[src/hw/rtl/assert_macros.svh]
// ---------------------------------------------------------------------------
// Assertion macros
// Concurrent assertion wrappers. Define NO_ASSERTIONS to compile them away.
// ---------------------------------------------------------------------------
`ifndef ASSERT_MACROS_SVH
`define ASSERT_MACROS_SVH

`ifndef NO_ASSERTIONS
// Checked on every rising edge of clk outside reset.
`define TPT_ASSERT(lbl, prop, msg) \
  lbl: assert property (@(posedge clk) disable iff (!rst_n) prop) else $error(msg);
// Checked on every rising edge of clk, reset included.
`define TPT_ASSERT_ALWAYS(lbl, prop, msg) \
  lbl: assert property (@(posedge clk) prop) else $error(msg);
`else
`define TPT_ASSERT(lbl, prop, msg)
`define TPT_ASSERT_ALWAYS(lbl, prop, msg)
`endif

`endif

[src/hw/rtl/tpt_pkg.sv]
`timescale 1ns / 1ps
// ---------------------------------------------------------------------------
// TLB page table translator package
// Widths, result codes and the structs passed between the translator parts.
// ---------------------------------------------------------------------------
package tpt_pkg;

  // Address split and table sizes.
  localparam int ADDR_BITS     = 16;
  localparam int OFFSET_BITS   = 8;
  localparam int PAGE_BITS     = 8;
  localparam int FRAME_BITS    = 8;
  localparam int PAGE_COUNT    = 256;
  localparam int FRAME_COUNT   = 256;
  localparam int TLB_DEPTH_DEF = 16;

  // Result codes.
  typedef enum logic [1:0] {
    TS_TLB_HIT  = 2'd0,
    TS_PT_HIT   = 2'd1,
    TS_ALLOC    = 2'd2,
    TS_NO_FRAME = 2'd3
  } tpt_status_t;

  // One page table entry: valid flag over the frame number.
  typedef struct packed {
    logic                  valid;
    logic [FRAME_BITS-1:0] frame;
  } tpt_pte_t;

  // Access request to the page table memory.
  typedef struct packed {
    logic                 rd_en;
    logic [PAGE_BITS-1:0] rd_page;
    logic                 wr_en;
    logic [PAGE_BITS-1:0] wr_page;
    tpt_pte_t             wr_entry;
  } tpt_pt_req_t;

  // TLB fill request.
  typedef struct packed {
    logic                  en;
    logic [PAGE_BITS-1:0]  page;
    logic [FRAME_BITS-1:0] frame;
  } tpt_fill_t;

  // TLB lookup answer.
  typedef struct packed {
    logic                  hit;
    logic [FRAME_BITS-1:0] frame;
  } tpt_lookup_t;

endpackage

[src/hw/rtl/tpt_if.sv]
`timescale 1ns / 1ps
// ---------------------------------------------------------------------------
// TLB page table translator channels
// Valid/ready channels for logical addresses in and translations out.
// ---------------------------------------------------------------------------
interface tpt_in_if
  import tpt_pkg::*;
();
  logic                 valid;
  logic                 ready;
  logic [ADDR_BITS-1:0] logical_address;

  modport source (output valid, output logical_address, input ready);
  modport sink   (input valid, input logical_address, output ready);
endinterface

interface tpt_out_if
  import tpt_pkg::*;
();
  logic                  valid;
  logic                  ready;
  logic [1:0]            status;
  logic [PAGE_BITS-1:0]  page_number;
  logic [FRAME_BITS-1:0] frame_number;
  logic [ADDR_BITS-1:0]  physical_address;

  modport source (output valid, output status, output page_number, output frame_number,
                  output physical_address, input ready);
  modport sink   (input valid, input status, input page_number, input frame_number,
                  input physical_address, output ready);
endinterface

[src/hw/rtl/tpt_page_table.sv]
`timescale 1ns / 1ps
// ---------------------------------------------------------------------------
// Page table memory
// Single-port-write, registered-read page table with a clearing sweep after
// reset that marks every entry invalid.
// ---------------------------------------------------------------------------
module tpt_page_table
  import tpt_pkg::*;
(
  input  logic        clk,
  input  logic        rst_n,
  input  tpt_pt_req_t req,
  output tpt_pte_t    rd_entry,
  output logic        busy
);

  tpt_pte_t             mem [PAGE_COUNT];
  tpt_pte_t             rd_entry_r;
  logic                 clearing_r;
  logic [PAGE_BITS-1:0] clr_idx_r;

  // Clearing sweep: one entry per cycle after reset.
  always_ff @(posedge clk) begin
    if (!rst_n) begin
      clearing_r <= 1'b1;
      clr_idx_r  <= '0;
    end else if (clearing_r) begin
      clr_idx_r <= clr_idx_r + 1'b1;
      if (clr_idx_r == PAGE_BITS'(PAGE_COUNT - 1)) begin
        clearing_r <= 1'b0;
      end
    end
  end

  // Write port, shared between the sweep and the translator.
  always_ff @(posedge clk) begin
    if (clearing_r) begin
      mem[clr_idx_r] <= '0;
    end else if (req.wr_en) begin
      mem[req.wr_page] <= req.wr_entry;
    end
  end

  // Registered read port.
  always_ff @(posedge clk) begin
    if (req.rd_en) begin
      rd_entry_r <= mem[req.rd_page];
    end
  end

  assign rd_entry = rd_entry_r;
  assign busy     = clearing_r;

endmodule

[src/hw/rtl/tpt_tlb.sv]
`timescale 1ns / 1ps
// ---------------------------------------------------------------------------
// TLB
// Fully associative TLB with a parallel tag compare and FIFO replacement.
// ---------------------------------------------------------------------------
module tpt_tlb
  import tpt_pkg::*;
#(
  parameter int TLB_DEPTH = TLB_DEPTH_DEF
) (
  input  logic                 clk,
  input  logic                 rst_n,
  input  logic [PAGE_BITS-1:0] lookup_page,
  output tpt_lookup_t          lookup,
  input  tpt_fill_t            fill
);

  localparam int PTR_W = $clog2(TLB_DEPTH);

  logic [PAGE_BITS-1:0]  tag_r   [TLB_DEPTH];
  logic [FRAME_BITS-1:0] frame_r [TLB_DEPTH];
  logic [TLB_DEPTH-1:0]  valid_r;
  logic [PTR_W-1:0]      fill_ptr_r;
  logic [PTR_W-1:0]      fill_ptr_nxt;

  // Parallel compare; the lowest matching index wins.
  always_comb begin
    lookup = '0;
    for (int i = TLB_DEPTH - 1; i >= 0; i--) begin
      if (valid_r[i] && (tag_r[i] == lookup_page)) begin
        lookup.hit   = 1'b1;
        lookup.frame = frame_r[i];
      end
    end
  end

  // Fill pointer wraps after the last slot.
  always_comb begin
    if (fill_ptr_r == PTR_W'(TLB_DEPTH - 1)) begin
      fill_ptr_nxt = '0;
    end else begin
      fill_ptr_nxt = fill_ptr_r + 1'b1;
    end
  end

  // Valid bits and fill pointer.
  always_ff @(posedge clk) begin
    if (!rst_n) begin
      valid_r    <= '0;
      fill_ptr_r <= '0;
    end else if (fill.en) begin
      valid_r[fill_ptr_r] <= 1'b1;
      fill_ptr_r          <= fill_ptr_nxt;
    end
  end

  // Tag and frame payload.
  always_ff @(posedge clk) begin
    if (fill.en) begin
      tag_r[fill_ptr_r]   <= fill.page;
      frame_r[fill_ptr_r] <= fill.frame;
    end
  end

endmodule

[src/hw/rtl/tlb_page_table_translator.sv]
`timescale 1ns / 1ps
// ---------------------------------------------------------------------------
// TLB page table translator
// Translates 16-bit logical addresses through a FIFO-filled TLB and a page
// table, allocating frames on demand when a page faults.
//
//   Channel  Dir  Beat
//   in_ch    in   logical_address
//   out_ch   out  status, page_number, frame_number, physical_address
//
// An address is handled in order: the accept cycle reads the page table memory,
// then the lookup state compares the TLB, decides and writes the page table back.
// After reset a clearing sweep invalidates all PAGE_COUNT (256) page table
// entries; no beat is accepted during it.
// A waiting result is held in an output register; if it is not taken, the
// decision cycle of the next address waits until the register is free.
// ---------------------------------------------------------------------------
`include "assert_macros.svh"

module tlb_page_table_translator
  import tpt_pkg::*;
#(
  parameter int TLB_DEPTH = TLB_DEPTH_DEF
) (
  input  logic       clk,
  input  logic       rst_n,
  tpt_in_if.sink     in_ch,
  tpt_out_if.source  out_ch
);

  typedef enum logic [2:0] {
    ST_CLEAR = 3'b001,
    ST_IDLE  = 3'b010,
    ST_LOOK  = 3'b100
  } state_t;

  state_t                  state_r, state_nxt;
  logic [PAGE_BITS-1:0]    page_r;
  logic [OFFSET_BITS-1:0]  offset_r;
  logic [FRAME_BITS-1:0]   next_free_r;
  logic                    exhausted_r;

  logic                    out_valid_r;
  tpt_status_t             out_status_r;
  logic [PAGE_BITS-1:0]    out_page_r;
  logic [FRAME_BITS-1:0]   out_frame_r;
  logic [ADDR_BITS-1:0]    out_paddr_r;

  logic                    in_fire;
  logic                    out_slot_free;
  logic                    commit;
  tpt_pt_req_t             pt_req;
  tpt_pte_t                pt_entry;
  logic                    pt_busy;
  tpt_lookup_t             tlb_res;
  tpt_fill_t               tlb_fill;
  tpt_status_t             res_status;
  logic [FRAME_BITS-1:0]   res_frame;
  logic [ADDR_BITS-1:0]    res_paddr;
  logic                    alloc;

  // Handshake.
  assign in_ch.ready   = (state_r == ST_IDLE);
  assign in_fire       = in_ch.valid && in_ch.ready;
  assign out_slot_free = !out_valid_r || out_ch.ready;
  assign commit        = (state_r == ST_LOOK) && out_slot_free;

  tpt_page_table u_pt (
    .clk      (clk),
    .rst_n    (rst_n),
    .req      (pt_req),
    .rd_entry (pt_entry),
    .busy     (pt_busy)
  );

  tpt_tlb #(
    .TLB_DEPTH (TLB_DEPTH)
  ) u_tlb (
    .clk         (clk),
    .rst_n       (rst_n),
    .lookup_page (page_r),
    .lookup      (tlb_res),
    .fill        (tlb_fill)
  );

  // Translation decision for the held address.
  always_comb begin
    res_status = TS_NO_FRAME;
    res_frame  = '0;
    alloc      = 1'b0;
    if (tlb_res.hit) begin
      res_status = TS_TLB_HIT;
      res_frame  = tlb_res.frame;
    end else if (pt_entry.valid) begin
      res_status = TS_PT_HIT;
      res_frame  = pt_entry.frame;
    end else if (!exhausted_r) begin
      res_status = TS_ALLOC;
      res_frame  = next_free_r;
      alloc      = 1'b1;
    end
    if (res_status == TS_NO_FRAME) begin
      res_paddr = '0;
    end else begin
      res_paddr = {res_frame, offset_r};
    end
  end

  // Page table read on accept, write back on allocation.
  always_comb begin
    pt_req                = '0;
    pt_req.rd_en          = in_fire;
    pt_req.rd_page        = in_ch.logical_address[ADDR_BITS-1:OFFSET_BITS];
    pt_req.wr_en          = commit && alloc;
    pt_req.wr_page        = page_r;
    pt_req.wr_entry.valid = 1'b1;
    pt_req.wr_entry.frame = next_free_r;
  end

  // TLB fill on a page table hit or an allocation.
  always_comb begin
    tlb_fill.en    = commit && !tlb_res.hit && (pt_entry.valid || !exhausted_r);
    tlb_fill.page  = page_r;
    tlb_fill.frame = res_frame;
  end

  // Sequencer.
  always_comb begin
    state_nxt = state_r;
    case (state_r)
      ST_CLEAR: begin
        if (!pt_busy) begin
          state_nxt = ST_IDLE;
        end
      end
      ST_IDLE: begin
        if (in_fire) begin
          state_nxt = ST_LOOK;
        end
      end
      ST_LOOK: begin
        if (commit) begin
          state_nxt = ST_IDLE;
        end
      end
      default: state_nxt = ST_CLEAR;
    endcase
  end

  always_ff @(posedge clk) begin
    if (!rst_n) begin
      state_r <= ST_CLEAR;
    end else begin
      state_r <= state_nxt;
    end
  end

  // Address capture.
  always_ff @(posedge clk) begin
    if (in_fire) begin
      page_r   <= in_ch.logical_address[ADDR_BITS-1:OFFSET_BITS];
      offset_r <= in_ch.logical_address[OFFSET_BITS-1:0];
    end
  end

  // Free frame allocator.
  always_ff @(posedge clk) begin
    if (!rst_n) begin
      next_free_r <= '0;
      exhausted_r <= 1'b0;
    end else if (commit && alloc) begin
      if (next_free_r == FRAME_BITS'(FRAME_COUNT - 1)) begin
        exhausted_r <= 1'b1;
      end else begin
        next_free_r <= next_free_r + 1'b1;
      end
    end
  end

  // Output register.
  always_ff @(posedge clk) begin
    if (!rst_n) begin
      out_valid_r <= 1'b0;
    end else if (commit) begin
      out_valid_r <= 1'b1;
    end else if (out_ch.ready) begin
      out_valid_r <= 1'b0;
    end
  end

  always_ff @(posedge clk) begin
    if (commit) begin
      out_status_r <= res_status;
      out_page_r   <= page_r;
      out_frame_r  <= res_frame;
      out_paddr_r  <= res_paddr;
    end
  end

  assign out_ch.valid            = out_valid_r;
  assign out_ch.status           = out_status_r;
  assign out_ch.page_number      = out_page_r;
  assign out_ch.frame_number     = out_frame_r;
  assign out_ch.physical_address = out_paddr_r;

  // Checks.
  `TPT_ASSERT_ALWAYS(a_reset_clears, !rst_n |=> state_r == ST_CLEAR, "reset must start the sweep")
  `TPT_ASSERT(a_accept_looks, in_fire |=> state_r == ST_LOOK, "accepted beat not looked up")
  `TPT_ASSERT(a_stall_holds, state_r == ST_LOOK && !out_slot_free |=> state_r == ST_LOOK && $stable(page_r), "stalled lookup lost its address")
  `TPT_ASSERT(a_exhaust_sticky, exhausted_r |=> exhausted_r, "frame exhaustion cleared")
  `TPT_ASSERT(a_noframe_zero, out_valid_r && out_status_r == TS_NO_FRAME |-> out_paddr_r == '0 && out_frame_r == '0, "no-frame result carries an address")

endmodule

[src/flat_wrapper.sv]
// flat-port wrapper written by rule: the top's interface ports become plain ports
module tlb_page_table_translator_flat import tpt_pkg::*;
#(
  parameter int TLB_DEPTH = TLB_DEPTH_DEF
)
  (clk, rst_n, in_ch_valid, in_ch_logical_address, in_ch_ready, out_ch_valid, out_ch_status, out_ch_page_number, out_ch_frame_number, out_ch_physical_address, out_ch_ready);
  tpt_in_if in_ch_i ();
  tpt_out_if out_ch_i ();
  input  logic clk;
  input  logic rst_n;
  input wire logic [$bits(in_ch_i.valid)-1:0] in_ch_valid;
  input wire logic [$bits(in_ch_i.logical_address)-1:0] in_ch_logical_address;
  output wire logic [$bits(in_ch_i.ready)-1:0] in_ch_ready;
  output wire logic [$bits(out_ch_i.valid)-1:0] out_ch_valid;
  output wire logic [$bits(out_ch_i.status)-1:0] out_ch_status;
  output wire logic [$bits(out_ch_i.page_number)-1:0] out_ch_page_number;
  output wire logic [$bits(out_ch_i.frame_number)-1:0] out_ch_frame_number;
  output wire logic [$bits(out_ch_i.physical_address)-1:0] out_ch_physical_address;
  input wire logic [$bits(out_ch_i.ready)-1:0] out_ch_ready;
  assign in_ch_i.valid = in_ch_valid;
  assign in_ch_i.logical_address = in_ch_logical_address;
  assign in_ch_ready = in_ch_i.ready;
  assign out_ch_valid = out_ch_i.valid;
  assign out_ch_status = out_ch_i.status;
  assign out_ch_page_number = out_ch_i.page_number;
  assign out_ch_frame_number = out_ch_i.frame_number;
  assign out_ch_physical_address = out_ch_i.physical_address;
  assign out_ch_i.ready = out_ch_ready;
  tlb_page_table_translator #(.TLB_DEPTH(TLB_DEPTH)) u_core (.clk(clk), .rst_n(rst_n), .in_ch(in_ch_i), .out_ch(out_ch_i));
endmodule
[config.mk]
export PLATFORM = sky130hd
export DESIGN_NAME = tlb_page_table_translator_flat
export DESIGN_NICKNAME = d
export VERILOG_FILES = /design/src/hw/rtl/tpt_pkg.sv /design/src/hw/rtl/tpt_if.sv /design/src/hw/rtl/tpt_page_table.sv /design/src/hw/rtl/tpt_tlb.sv /design/src/hw/rtl/tlb_page_table_translator.sv /design/src/flat_wrapper.sv
export VERILOG_INCLUDE_DIRS = /design/src /design/src/hw/rtl
export SDC_FILE = /design/constraint.sdc
export NUM_CORES = 2
export LEC_CHECK = 0
export BUFFER_PORTS_ARGS = -buffer_cell sky130_fd_sc_hd__buf_2
export CAP_MARGIN = 20
export CORE_AREA = 2 2 344 687
export DETAILED_ROUTE_END_ITERATION = 8
export DIE_AREA = 0 0 346 689
export GPL_ROUTABILITY_DRIVEN = 0
export PLACE_DENSITY_LB_ADDON = 0.15
export SYNTH_ARGS = -nofsm -noshare
export SYNTH_HDL_FRONTEND = slang
export SYNTH_HIERARCHICAL = 1
export SYNTH_SLANG_ARGS = --single-unit
[constraint.sdc]
create_clock -name clk -period 14.3 [get_ports clk]
set_input_delay 0.715 -clock clk [delete_from_list [all_inputs] [get_ports clk]]
set_output_delay 0.715 -clock clk [all_outputs]
set_load 0.02 [all_outputs]
==> metrics.txt <==
Fin Clk Skew 71.8 ps; CP dominant cell by count buf_4; clk root buf clkbuf_16; slowest stage cell, crit path and2_4; Peak supply drop 114 uV; DIE AREA 238000 sq um; R2R depth 17; WL met1 112 mm; worst-case clock buffer depth 4; internal power 0.0123 W; worst path required time 14810 ps; Detailed Route Iter0 Violations 5890; Vias 52575; met3 WL 17.7 mm; worst-path cell chain buf_4 > xor2_1 > nor4_1 > nand4_1 > inv_1 > nor3_2 > and4_1 > nand4_1 > buf_4 > nor3_1 > nand3_2 > inv_1 > nor2b_2 > buf_4 > and2_4 > buf_4 > buf_4; switch share 20.3%; class of the worst hold path in -> reg; post-route ant nets 0; max-slew violations 0; NetSw 0.00313 W; most common cell after layout, fill and taps aside edfxtp_1; ratio of final minimum period to clock period 50.6%; relative slew slack 14.7%; minimum clock period after layout 7230 ps; fin area 116000 sq um; element type at the critical path start register; multi-input logic area 23200 sq um; I/O pin cnt 56; Nets 5488; post-synth net total 5352; CP max FO 76; ys async rst share 0%; number of CTS-inserted buffers 235; grt ovf 0; crit end category register; Setup TNS Final 0 ps; clock network latency to the later pin of the worst-skew pair 900 ps; total track usage 23.0%; DRC 0; Area Growth Syn to Fin 11.1%; max-cap viol count 0; Hold Crit Endpoint u_core/offset_r[6]; Crit Path Category reg -> reg; TritonCTS clock tree done; fill cell count 18784; hold_sp in_ch_logical_address[6]; row cnt 251; critical path arrival 7740 ps; Comb pwr share 3.0%; Initial Util 44.8%; R2R setup slack 7070 ps; Mapped Area 104000 sq um; Post-synth EDFFs 2619; top layer reached by signal wires met5; vias per inst 6.05; final HPWL from detailed placement 169 mm; most frequent cells in the layout edfxtp_1 (2619), mux4_2 (472), nor2_1 (336), mux2i_1 (298), clkbuf_16 (239); placed inst area 108000 sq um; # H-tree levels 4; Setup-failing EPs final 0; Routed WL 276 mm; sequential cell area 79500 sq um; clock share of power 42.3%; layout cell share with drive strength beyond 1 18.9%; Seq/Total Area, Yosys 76.2%; clock sinks 2661; Core Area 233000 sq um; Post-synth top flop edfxtp_1; status complete, no violations; final number of hold-violating endpoints 0; largest net degree at the start of global routing 185; fmax 138 MHz; Pwr Density 133 nW/um^2; Least-Margin Pin Slew 1280 ps; post-CTS setup repair buffer count 0; vias in the first global route 52582; Syn Inst Count 5326; RSZ-0062 raised after global routing no; hold-critical path depth 1; synth warn 6; DRT Pass-1 Iters 6; Die W 346 um; initial antenna violation count 10; worst r2r src u_core/page_r[0]; post-synthesis area per instance 19.6 sq um; first-pass GRT wire length 395 mm; sequential power share 54.7%; Reg clk slew, reported paths 70 ps; R2R Path End u_core/u_pt/mem[106][5]; wire length per cell 31.8 um; Die Y 689 um; number of synthesized register bits 2661; met2 routed wirelength 137 mm; Pleak 32.3 nW; Netlist cell types 82; max incr delay on CP 860 ps; I/O Buffers 55
==> stage by stage <==
| step | util (%) | cells | hold slack [ps] | power (W) | setup WS (ps) |
|---|---|---|---|---|---|
| 3_5_place_dp | 46.3 | 8241 | 453 | 0.00908 | 7100 |
| 2_1_floorplan | - | 5326 | 440 | 0.00890 | 6840 |
| 4_1_cts | 49.7 | 8676 | 1.59 | 0.0156 | 7070 |
| 3_3_place_gp | 46.3 | 8231 | 447 | 0.00908 | 7360 |
| 6_report | 49.8 | 8694 | 66.2 | 0.0154 | 7070 |
| 5_1_grt | 49.8 | 8691 | 33.6 | 0.0159 | 6570 |
==> cell families (layout without fill, tap and decap cells) <==
kind of cell | Yosys count | in the layout | share of synthesized area [%]
DFF | 2661 | 2661 | 76.2
and+or+nand+nor | 855 | 855 | 3.94
muxes | 775 | 775 | 13.1
AOI/OAI and AO/OA | 577 | 577 | 3.83
buffers and inverters | 316 | 644 | 1.75
xor gates and xnor gates | 135 | 135 | 1.14
adders and majority gates | 6 | 6 | 0.0719
other | 1 | 5 | 0.00359
==> what timing repair did <==
action                                 4_1_cts  5_1_grt
endpoints found under the hold margin        6        0
hold buffers                                 6        0
resized for setup                            0        0
==> routing by layer <==
metal  global-route usage (%)  vias up
li1                         -    22055
met1                     31.2    27874
met2                     38.5     2186
met3                     3.13      458
met4                     7.87        2
met5                        0        -
==> synth_stat cells (all sizes together), types with 58 or more instances <==
master  instances  area share (%)
edfxtp       2619              75
mux4          472              10
nor2          339             1.2
mux2i         298             2.9
buf           170             1.2
nand2         163            0.59
a21oi         138            0.66
clkbuf        129            0.49
xnor2         118             1.0
o221ai        111            0.93
nor3           69            0.40
nand3          66            0.32
o21ai          58            0.28
o22ai          58            0.35
==> critical path, delay by kind of cell, from the launching register on <==
kind / cells / cell delay, ps
DFF: 1 / 410
xor gates and xnor gates: 1 / 200
and+or+nand+nor: 9 / 2920
buffers and inverters: 7 / 3040
==> layout make-up <==
cell class | instances | share of cell area (%)
Sequential cell | 2661 | 68.5
Multi-Input combinational cell | 2349 | 20.0
Clock buffer | 289 | 5.36
Tap cell | 3036 | 3.28
Timing Repair Buffer | 198 | 1.40
Clock inverter | 140 | 1.39
Inverter | 17 | 0.0583
Antenna cell | 4 | 0.00863
==> power by group through the flow <==
stage / combinational (W) / clock [W] / sequential, W
CTS: 0.000469 / 0.00666 / 0.00844
global route: 0.000484 / 0.00693 / 0.00844
detailed placement: 0.000468 / 0 / 0.00861
finish: 0.000466 / 0.00653 / 0.00844
global placement: 0.000464 / 0 / 0.00861
floorplan: 0.000290 / 0 / 0.00861
==> registers in the layout, indices dropped and copies added, names as in the netlist, 9 cells and up <==
name / count
u_core/out_ch.physical_address: 16
u_core/u_pt/rd_entry: 9
u_core/u_tlb/frame_r: 128
u_core/u_pt/mem: 2304
u_core/u_tlb/valid_r: 16
u_core/u_tlb/tag_r: 128
==> worst max-delay path by stage <==
stage | startpoint | slack (ps) | cells after the start | endpoint
global route | u_core/page_r[0] | 6570 | 16 | u_core/u_pt/mem[227][5]
floorplan | u_core/page_r[6] | 6840 | 18 | u_core/u_pt/mem[0][0]
global placement | u_core/page_r[0] | 7360 | 17 | u_core/u_pt/mem[122][5]
finish | u_core/page_r[0] | 7070 | 17 | u_core/u_pt/mem[106][5]
CTS | u_core/page_r[0] | 7070 | 17 | u_core/u_pt/mem[226][5]
detailed placement | u_core/page_r[0] | 7100 | 17 | u_core/u_pt/mem[120][5]
Power figures use the tool's default switching activity.
